### src/hw/rtl/lkv_pkg.sv
// ----------------------------------------------------------------------------
// lkv_pkg
// Shared constants, codes and controller/datapath interface types for the
// lru key/value cache.
// ----------------------------------------------------------------------------
package lkv_pkg;

  localparam int ENTRIES = 16;
  localparam int IDX_W   = (ENTRIES > 1) ? $clog2(ENTRIES) : 1;
  localparam int CNT_W   = $clog2(ENTRIES + 1);
  localparam int KEY_W   = 32;
  localparam int VAL_W   = 32;
  localparam int STAMP_W = 64;
  localparam int CFG_W   = 5;

  localparam logic [CFG_W-1:0] ACTIVE_RESET = CFG_W'(16);
  localparam logic [VAL_W-1:0] MISS_VALUE   = '1;

  localparam logic FUNC_GET = 1'b0;
  localparam logic FUNC_PUT = 1'b1;

  typedef struct packed {
    logic load;
    logic match_commit;
    logic scan_init;
    logic scan_step;
    logic evict_commit;
  } dp_cmd_t;

  typedef struct packed {
    logic need_scan;
    logic scan_done;
    logic out_free;
  } dp_status_t;

endpackage

### src/hw/rtl/lkv_ctrl.sv
// ----------------------------------------------------------------------------
// lkv_ctrl
// Sequencer for one request: accept, key match and commit, and for a new
// key on a full store a victim scan followed by the eviction write.
// ----------------------------------------------------------------------------
module lkv_ctrl import lkv_pkg::*; (
  input  logic       clk,
  input  logic       rst,
  input  logic       s_tvalid,
  output logic       s_tready,
  input  dp_status_t status,
  output dp_cmd_t    cmd
);

  localparam logic [1:0] ST_IDLE  = 2'd0;
  localparam logic [1:0] ST_MATCH = 2'd1;
  localparam logic [1:0] ST_SCAN  = 2'd2;
  localparam logic [1:0] ST_EVICT = 2'd3;

  logic [1:0] state;
  logic [1:0] state_next;

  always_comb begin
    state_next = state;
    cmd        = '0;
    s_tready   = 1'b0;
    case (state)
      ST_IDLE: begin
        s_tready = 1'b1;
        if (s_tvalid) begin
          cmd.load   = 1'b1;
          state_next = ST_MATCH;
        end
      end
      ST_MATCH: begin
        if (status.need_scan) begin
          cmd.scan_init = 1'b1;
          state_next    = ST_SCAN;
        end else if (status.out_free) begin
          cmd.match_commit = 1'b1;
          state_next       = ST_IDLE;
        end
      end
      ST_SCAN: begin
        if (status.scan_done) begin
          state_next = ST_EVICT;
        end else begin
          cmd.scan_step = 1'b1;
        end
      end
      ST_EVICT: begin
        if (status.out_free) begin
          cmd.evict_commit = 1'b1;
          state_next       = ST_IDLE;
        end
      end
      default: begin
        state_next = ST_IDLE;
      end
    endcase
  end

  always_ff @(posedge clk) begin
    if (rst) begin
      state <= ST_IDLE;
    end else begin
      state <= state_next;
    end
  end

endmodule

### src/hw/rtl/lkv_datapath.sv
// ----------------------------------------------------------------------------
// lkv_datapath
// Entry storage, parallel key compare, use clock, sequential oldest-stamp
// scan, capacity register and the output register.
// ----------------------------------------------------------------------------
module lkv_datapath import lkv_pkg::*; (
  input  logic              clk,
  input  logic              rst,
  input  dp_cmd_t           cmd,
  output dp_status_t        status,
  input  logic              in_func,
  input  logic [KEY_W-1:0]  in_key,
  input  logic [VAL_W-1:0]  in_value,
  input  logic              cfg_valid,
  input  logic [CFG_W-1:0]  cfg_data,
  output logic              out_valid,
  input  logic              out_ready,
  output logic              out_found,
  output logic [VAL_W-1:0]  out_value,
  output logic              out_evicted
);

  logic [KEY_W-1:0]   keys   [ENTRIES];
  logic [VAL_W-1:0]   vals   [ENTRIES];
  logic [STAMP_W-1:0] stamps [ENTRIES];

  logic               req_func;
  logic [KEY_W-1:0]   req_key;
  logic [VAL_W-1:0]   req_value;

  logic [CNT_W-1:0]   filled_count;
  logic [STAMP_W-1:0] use_clock;
  logic [CFG_W-1:0]   active_entries;

  logic [CNT_W-1:0]   scan_idx;
  logic [IDX_W-1:0]   best_idx;
  logic [STAMP_W-1:0] best_stamp;

  logic [ENTRIES-1:0] hit_vec;
  logic               hit;
  logic [IDX_W-1:0]   hit_idx;
  logic [CNT_W-1:0]   capacity;
  logic               full;
  logic [IDX_W-1:0]   scan_sel;
  logic               commit;

  always_comb begin
    for (int i = 0; i < ENTRIES; i++) begin
      hit_vec[i] = (CNT_W'(i) < filled_count) && (keys[i] == req_key);
    end
  end

  always_comb begin
    hit_idx = '0;
    for (int i = ENTRIES - 1; i >= 0; i--) begin
      if (hit_vec[i]) begin
        hit_idx = IDX_W'(i);
      end
    end
  end

  assign hit = |hit_vec;

  always_comb begin
    if (active_entries == '0) begin
      capacity = CNT_W'(1);
    end else if (int'(active_entries) > ENTRIES) begin
      capacity = CNT_W'(ENTRIES);
    end else begin
      capacity = CNT_W'(active_entries);
    end
  end

  assign full     = (filled_count >= capacity);
  assign scan_sel = scan_idx[IDX_W-1:0];
  assign commit   = cmd.match_commit || cmd.evict_commit;

  assign status.need_scan = (req_func == FUNC_PUT) && !hit && full;
  assign status.scan_done = (scan_idx >= filled_count);
  assign status.out_free  = !out_valid || out_ready;

  // configuration and control registers
  always_ff @(posedge clk) begin
    if (rst) begin
      active_entries <= ACTIVE_RESET;
      filled_count   <= '0;
      use_clock      <= '0;
      out_valid      <= 1'b0;
    end else begin
      if (cfg_valid) begin
        active_entries <= cfg_data;
      end
      if (cmd.match_commit) begin
        if (req_func == FUNC_GET) begin
          use_clock <= use_clock + STAMP_W'(1);
        end else if (!hit) begin
          use_clock    <= use_clock + STAMP_W'(1);
          filled_count <= filled_count + CNT_W'(1);
        end
      end
      if (cmd.evict_commit) begin
        use_clock <= use_clock + STAMP_W'(1);
      end
      if (commit) begin
        out_valid <= 1'b1;
      end else if (out_ready) begin
        out_valid <= 1'b0;
      end
    end
  end

  // request, entry storage, scan and result payload
  always_ff @(posedge clk) begin
    if (cmd.load) begin
      req_func  <= in_func;
      req_key   <= in_key;
      req_value <= in_value;
    end
    if (cmd.match_commit) begin
      out_evicted <= 1'b0;
      out_found   <= hit;
      if (req_func == FUNC_GET) begin
        if (hit) begin
          out_value       <= vals[hit_idx];
          stamps[hit_idx] <= use_clock;
        end else begin
          out_value <= MISS_VALUE;
        end
      end else if (hit) begin
        out_value     <= MISS_VALUE;
        vals[hit_idx] <= req_value;
      end else begin
        out_value                       <= MISS_VALUE;
        keys[filled_count[IDX_W-1:0]]   <= req_key;
        vals[filled_count[IDX_W-1:0]]   <= req_value;
        stamps[filled_count[IDX_W-1:0]] <= use_clock;
      end
    end
    if (cmd.scan_init) begin
      best_idx   <= '0;
      best_stamp <= stamps[0];
      scan_idx   <= CNT_W'(1);
    end
    if (cmd.scan_step) begin
      if (stamps[scan_sel] < best_stamp) begin
        best_idx   <= scan_sel;
        best_stamp <= stamps[scan_sel];
      end
      scan_idx <= scan_idx + CNT_W'(1);
    end
    if (cmd.evict_commit) begin
      keys[best_idx]   <= req_key;
      vals[best_idx]   <= req_value;
      stamps[best_idx] <= use_clock;
      out_found        <= 1'b0;
      out_value        <= MISS_VALUE;
      out_evicted      <= 1'b1;
    end
  end

endmodule

### src/hw/rtl/lru_key_value_cache.sv
// ----------------------------------------------------------------------------
// lru_key_value_cache
// Fully associative 16-entry key/value cache with least-recently-used
// replacement. A get (func 0) that hits returns the value and marks the
// entry most recent; a miss returns -1. A put (func 1) updates a present
// key in place, or stores a new key in a free slot, or evicts the entry
// with the oldest stamp once the configured number of entries is filled.
// One request is in flight at a time. A get, a put to a present key and a
// put into a free slot go through accept, then parallel key compare and
// commit. A put of a new key into a full store adds the victim scan over
// the filled entries, which does one 64-bit stamp compare per cycle, and
// then the eviction write. The next request is taken while a result
// still waits in the output register.
// ----------------------------------------------------------------------------
module lru_key_value_cache import lkv_pkg::*; (
  input  logic             clk,
  input  logic             rst,
  input  logic             s_tvalid,
  output logic             s_tready,
  input  logic [63:0]      s_tdata,   // key[31:0], value[63:32]
  input  logic             s_tuser,   // func
  output logic             m_tvalid,
  input  logic             m_tready,
  output logic [31:0]      m_tdata,   // read_value[31:0]
  output logic [1:0]       m_tuser,   // found[0], evicted[1]
  input  logic             cfg_valid,
  output logic             cfg_ready,
  input  logic [CFG_W-1:0] cfg_data
);

  dp_cmd_t    cmd;
  dp_status_t status;
  logic       out_found;
  logic       out_evicted;

  assign cfg_ready = 1'b1;

  lkv_ctrl u_ctrl (
    .clk      (clk),
    .rst      (rst),
    .s_tvalid (s_tvalid),
    .s_tready (s_tready),
    .status   (status),
    .cmd      (cmd)
  );

  lkv_datapath u_dp (
    .clk         (clk),
    .rst         (rst),
    .cmd         (cmd),
    .status      (status),
    .in_func     (s_tuser),
    .in_key      (s_tdata[31:0]),
    .in_value    (s_tdata[63:32]),
    .cfg_valid   (cfg_valid),
    .cfg_data    (cfg_data),
    .out_valid   (m_tvalid),
    .out_ready   (m_tready),
    .out_found   (out_found),
    .out_value   (m_tdata),
    .out_evicted (out_evicted)
  );

  assign m_tuser = {out_evicted, out_found};

endmodule

### config.mk
export PLATFORM = sky130hd
export DESIGN_NAME = lru_key_value_cache
export DESIGN_NICKNAME = d
export VERILOG_FILES = /design/src/hw/rtl/lkv_pkg.sv /design/src/hw/rtl/lkv_ctrl.sv /design/src/hw/rtl/lkv_datapath.sv /design/src/hw/rtl/lru_key_value_cache.sv
export SDC_FILE = /design/constraint.sdc
export NUM_CORES = 2
export LEC_CHECK = 0
export BUFFER_PORTS_ARGS = -buffer_cell sky130_fd_sc_hd__buf_2
export CORE_MARGIN = 2
export CORE_UTILIZATION = 40
export DETAILED_ROUTE_END_ITERATION = 10
export GPL_TIMING_DRIVEN = 0
export MAX_ROUTING_LAYER = met4
export PLACE_DENSITY = 0.62
export SETUP_SLACK_MARGIN = 0.02
export SYNTH_ARGS = -nofsm -noshare
export SYNTH_HDL_FRONTEND = slang
export SYNTH_HIERARCHICAL = 1
export SYNTH_SLANG_ARGS = --single-unit
### constraint.sdc
create_clock -name clk -period 22.5 [get_ports clk]
set_input_delay 2.25 -clock clk [delete_from_list [all_inputs] [get_ports clk]]
set_output_delay 2.25 -clock clk [all_outputs]
set_load 0.02 [all_outputs]
# Yosys cells after proc, flatten, opt, wreduce, memory -nomap -nowiden
# Memory sizes are Yosys's and may differ from the RTL's. A register that Yosys moved wholly into a read port is not among the register bits.
# Cells that the tools add are included.
[classes]
n_eq_ne = 22
n_mux = 78
bitwise_logic = 1
n_reduce_logical = 36
n_addsub = 3
n_lt_le_gt_ge = 20
[ops]
columns = ["cell", "n"]
rows = [
  ["$mux W64", 9],
  ["$eq A32 B32 Y1", 16],
  ["$mux W32", 5],
  ["$reduce_or A64 Y1", 2],
  ["$mux W4", 25],
  ["$reduce_or A32 Y1", 3],
  ["$add A64 B1 Y64 const B", 1],
  ["$lt A64 B64 Y1", 1],
  ["$lt A4 B5 Y1 const A", 8],
  ["$mux W1", 29],
  ["$lt A3 B5 Y1 const A", 4],
  ["$mux W5", 4],
  ["$logic_and A1 B1 Y1", 18],
  ["$reduce_or A16 Y1", 1],
  ["$add A5 B1 Y5 const B", 2],
  ["$ge A5 B5 Y1", 2],
  ["$lt A1 B5 Y1 const A", 2],
  ["$lt A2 B5 Y1 const A", 2],
  ["$mux W2", 5],
  ["$pmux W2 S4", 1],
  ["$reduce_bool A2 Y1", 3],
  ["$gt A5 B5 Y1 const B", 1],
  ["$logic_not A5 Y1", 1],
  ["$eq A2 B2 Y1 const B", 2],
  ["other kinds (9)", 13],
]
[totals]
ramBits = 2048
register_bits = 249
n_memories = 3
elab_cells = 177
[memory_table]
columns = ["name", "words", "word_bits", "rd", "rd_ports_with_merged_regs", "write_ports", "line_no", "source"]
rows = [
  ["u_dp.stamps", 16, 64, 2, 1, 1, "lkv_datapath.sv:25", "logic [STAMP_W-1:0] stamps [ENTRIES];"],
  ["u_dp.keys", 16, 32, 16, 0, 1, "lkv_datapath.sv:23", "logic [KEY_W-1:0] keys [ENTRIES];"],
  ["u_dp.vals", 16, 32, 1, 0, 1, "lkv_datapath.sv:24", "logic [VAL_W-1:0] vals [ENTRIES];"],
]

# Depth between registers and ports, before layout
# An unclocked memory read counts as a cell.
[depth]
depth_word = 22
mapped_depth = 20
mapped_depth_nobuf = 19

# Hierarchy
# The synthesis kept the hierarchy.
[modules_own_cells]
columns = ["mod", "area_per_inst_um2", "seq_area_each_um2", "cells_per_inst", "n_inst"]
rows = [
  ["lkv_datapath", 91654.2, 67224.5, 5087, 1],
  ["lkv_ctrl", 137.6, 40.0, 13, 1],
  ["lru_key_value_cache", 26.3, 0.0, 4, 1],
]

# Worst setup path before layout
# Ideal clock, no wire load.
[synth_timing]
path_type = "reg2reg"
startpoint = "reg u_dp.req_key[19]"
endpoint = "mem u_dp.stamps[1][0] (enable)"
arrival_time_ns = 8.716
synth_period_minus_slack_ns = 9.291
path_stages_with_launch = 20
setup_slack_ns = 13.209
setup_time_ns = 0.574
path_cell_list = "edfxtp_1 -> buf_2 -> buf_4 -> xor2_1 -> nor4_1 -> nand4_1 -> or4_1 -> nand4b_1 -> nor2_1 -> and3_1 -> nor2b_1 -> and4bb_2 -> clkbuf_1 -> and2_0 -> and3_1 -> clkbuf_1 -> nand2_1 -> o21ai_0 -> nand2_1 -> o21ai_0"
[synth_lines]
columns = ["element", "line_no", "source"]
rows = [
  ["from (decl)", "lkv_datapath.sv:28", "logic [KEY_W-1:0] req_key;"],
  ["from (signal assigned)", "lkv_datapath.sv:116", "req_key <= in_key;"],
  ["to (decl)", "lkv_datapath.sv:25", ""],
]

==> impl_metrics.env <==
export IMPL_status="completed"
export IMPL_wirelength_um=239000
export IMPL_clock_latency_ns=0.89
export IMPL_pin_count=112
export IMPL_vias=48500
export IMPL_cts_tree="yes"
export IMPL_ir_drop_v=0.0000864
export IMPL_syn_to_final_growth_pct=15.6
export IMPL_cts_hold_buf=0
export IMPL_final_cells=8742
export IMPL_fin_nets=5687
export IMPL_crit_fanout=17
export IMPL_postRouteAntennaNets=0
export IMPL_drc=0
export IMPL_die_y_um=483
export IMPL_max_slew_margin_rel_pct=4.40
export IMPL_crit_path_start="u_dp/req_key[31]"
export IMPL_cts_resized=0
export IMPL_r2r_start="u_dp/req_key[31]"
export IMPL_synth_cell_types=68
export IMPL_core_mm2=0.228
export IMPL_dp_cells=8313
export IMPL_drt_iter0_drc=5408
export IMPL_htreeDepth=4
export IMPL_syn_inst=5104
export IMPL_path_class="register to register"
export IMPL_antenna_found_initial=9
export IMPL_arrival_ns=9.69
export IMPL_tightest_slew_ns=1.43
export IMPL_final_common_cell="edfxtp_1"
export IMPL_drv_slew=0
export IMPL_setup_worst_path_end="u_dp/stamps[15][37]"
export IMPL_io_buffers=109
export IMPL_synth_edff_count=2118
export IMPL_end_kind="register"
export IMPL_reg2reg_slack_ns=13.37
export IMPL_final_hold_viol_count=0
export IMPL_hp_class="register to register"
export IMPL_clock_skew_ns=0.0613
export IMPL_postCtsSetupBuffers=0
export IMPL_r2r_end="u_dp/stamps[15][37]"
export IMPL_setup_viol=0
export IMPL_clockRootBuffer="clkbuf_16"
export IMPL_powerDensity_mw_per_mm2=84.6
export IMPL_final_core_util_pct=46.6
export IMPL_avgSynthCellArea_um2=18.0
export IMPL_dp_hpwl_um=155000
export IMPL_gr_total_overflow=0
export IMPL_start_kind="register"
export IMPL_die_area_mm2=0.233
export IMPL_synth_top_flop_cell="edfxtp_1"
export IMPL_grt_max_degree=45
export IMPL_cts_buffers=227
export IMPL_drive_gt1_share_pct=19.3
export IMPL_ys_ff_latch=2301
export IMPL_worst_hold_slack_ns=0.464
export IMPL_finalPower_mw=8.98
export IMPL_cp_required_ns=23.06
export IMPL_synthArstFlopShare_pct=0
export IMPL_start_util_pct=40.3
export IMPL_grt_pass1_wl_um=344000
export IMPL_wl_per_cell_um=27.3
export IMPL_path_clk_slew_ns=0.06
export IMPL_fin_tns_setup_ns=0
export IMPL_first_pass_iters=6
export IMPL_ys_warn_count=6
export IMPL_gp_congestion=0.857
export IMPL_ff2ff_path_depth=22
export IMPL_max_freq_ghz=0.110
export IMPL_period_minus_slack_ns=9.13
export IMPL_syn_area_mm2=0.0918
export IMPL_viasPerCell=5.55
export IMPL_maxCapViolCount=0
export IMPL_leakagePower_nw=37.6
export IMPL_synth_seq_area_share_pct=73.3
export IMPL_clock_path_buffers=3
export IMPL_cts_sinks=2301
export IMPL_rows=175
export IMPL_grt_setup_unrepaired="no"
export IMPL_layout_common_cells="edfxtp_1, xor2_1, mux4_2"
export IMPL_post_route_period_util_pct=40.6
export IMPL_die_w_um=483
export IMPL_grt_pass1_vias=49000
export IMPL_synth_fp_nets=5258
export IMPL_grt_usage_pct=20.8
export IMPL_fillCellCount=19100
[routing by layer]
metal  global-route usage (%)  vias up  share of wire, %
li1                         -    20800                 -
met1                     27.6    25300                41
met2                     33.4     1963                49
met3                     2.93      402               6.8
met4                     6.26        0               3.0
met5                        -        -                 0
[synth_stat cells, drive strengths merged (24+ instances only)]
cell | count | area, um^2
o21ai | 183 | 916
buf | 138 | 761
dfxtp | 183 | 3660
a21o | 33 | 248
edfxtp | 2118 | 63600
xnor2 | 193 | 1690
xor2 | 373 | 3270
a21oi | 107 | 536
o22ai | 32 | 200
ha | 79 | 988
nor2 | 118 | 443
clkbuf | 107 | 402
nor3 | 61 | 305
mux2i | 286 | 2860
nand4 | 78 | 488
nor4 | 95 | 594
nand3 | 50 | 250
mux2 | 100 | 1130
or3 | 24 | 150
nand2 | 201 | 754
inv | 85 | 319
mux4 | 320 | 7210
[how the worst min path moves through the flow]
stage / start / end / slack (ns) / cells past startpoint
5_1_grt: u_dp/out_evicted / u_dp/out_evicted / 0.49 / 1
3_5_place_dp: u_dp/out_evicted / u_dp/out_evicted / 0.45 / 1
4_1_cts: u_dp/out_evicted / u_dp/out_evicted / 0.46 / 1
6_report: u_dp/out_evicted / u_dp/out_evicted / 0.46 / 1
3_3_place_gp: u_dp/out_evicted / u_dp/out_evicted / 0.44 / 1
2_1_floorplan: u_dp/out_evicted / u_dp/out_evicted / 0.43 / 1
[logic make-up after synthesis]
| group | synth area share [%] |
|---|---|
| other | 0.00408 |
| AO/OA/AOI/OAI | 2.40 |
| AND/OR/NAND/NOR | 4.05 |
| buffers and inverters | 1.62 |
| multiplexers | 12.2 |
| adder cells (fa/ha/maj) | 1.08 |
| XOR/XNOR | 5.40 |
| flip-flops | 73.3 |
[cell type report]
cell class | count | area (um^2) | area share [%]
sequential | 2301 | 67300 | 63.4
multi-input combinational | 2472 | 23600 | 22.3
clock buffer | 316 | 6350 | 5.98
tap | 3009 | 3760 | 3.55
timing repair buffer | 200 | 2600 | 2.45
buffer | 245 | 1160 | 1.10
clock inverter | 109 | 1060 | 0.996
inverter | 86 | 323 | 0.304
antenna | 4 | 10.0 | 0.00943
[power breakdown]
part / internal, mW / switching (mW) / leakage [nW]
Clock: 2.14 / 1.61 / 3.62
Sequential: 4.73 / 0.0813 / 22.4
Combinational: 0.176 / 0.246 / 11.6
[sequential cells by signal (all words and copies together), names as in the netlist, 32 cells and up, named ones only]
name / flops
u_dp/stamps: 1024
u_dp/keys: 512
u_dp/vals: 512
u_dp/best_stamp: 64
u_dp/use_clock: 64
u_dp/out_value: 32
u_dp/req_key: 32
u_dp/req_value: 32
[stage by stage]
stage,instance area (um^2),worst slack [ns]
finish,106000,13.37
global route,106000,13.19
CTS,106000,13.61
detailed placement,98700,13.64
global placement,96100,4.04
floorplan,91800,13.21
[critical path, stage by stage, from the launching register on]
cell and delay [ns]:
edfxtp_1 1.21, buf_2 0.50, buf_4 0.43, xnor2_1 0.17
nand4_1 0.11, nor4_1 0.87, nand4_1 0.50, nand4b_1 0.40
nor2_1 0.18, and3_1 0.25, nor2b_1 0.16, and4bb_2 0.31
clkbuf_1 0.34, and2_0 0.35, and3_1 0.24, clkbuf_1 0.44
nand2_1 0.13, o21ai_0 0.09, nand2_1 0.50, o21ai_4 0.97
buf_16 0.23, buf_16 0.17, buf_16 0.17
Power figures use the tool's default switching activity.
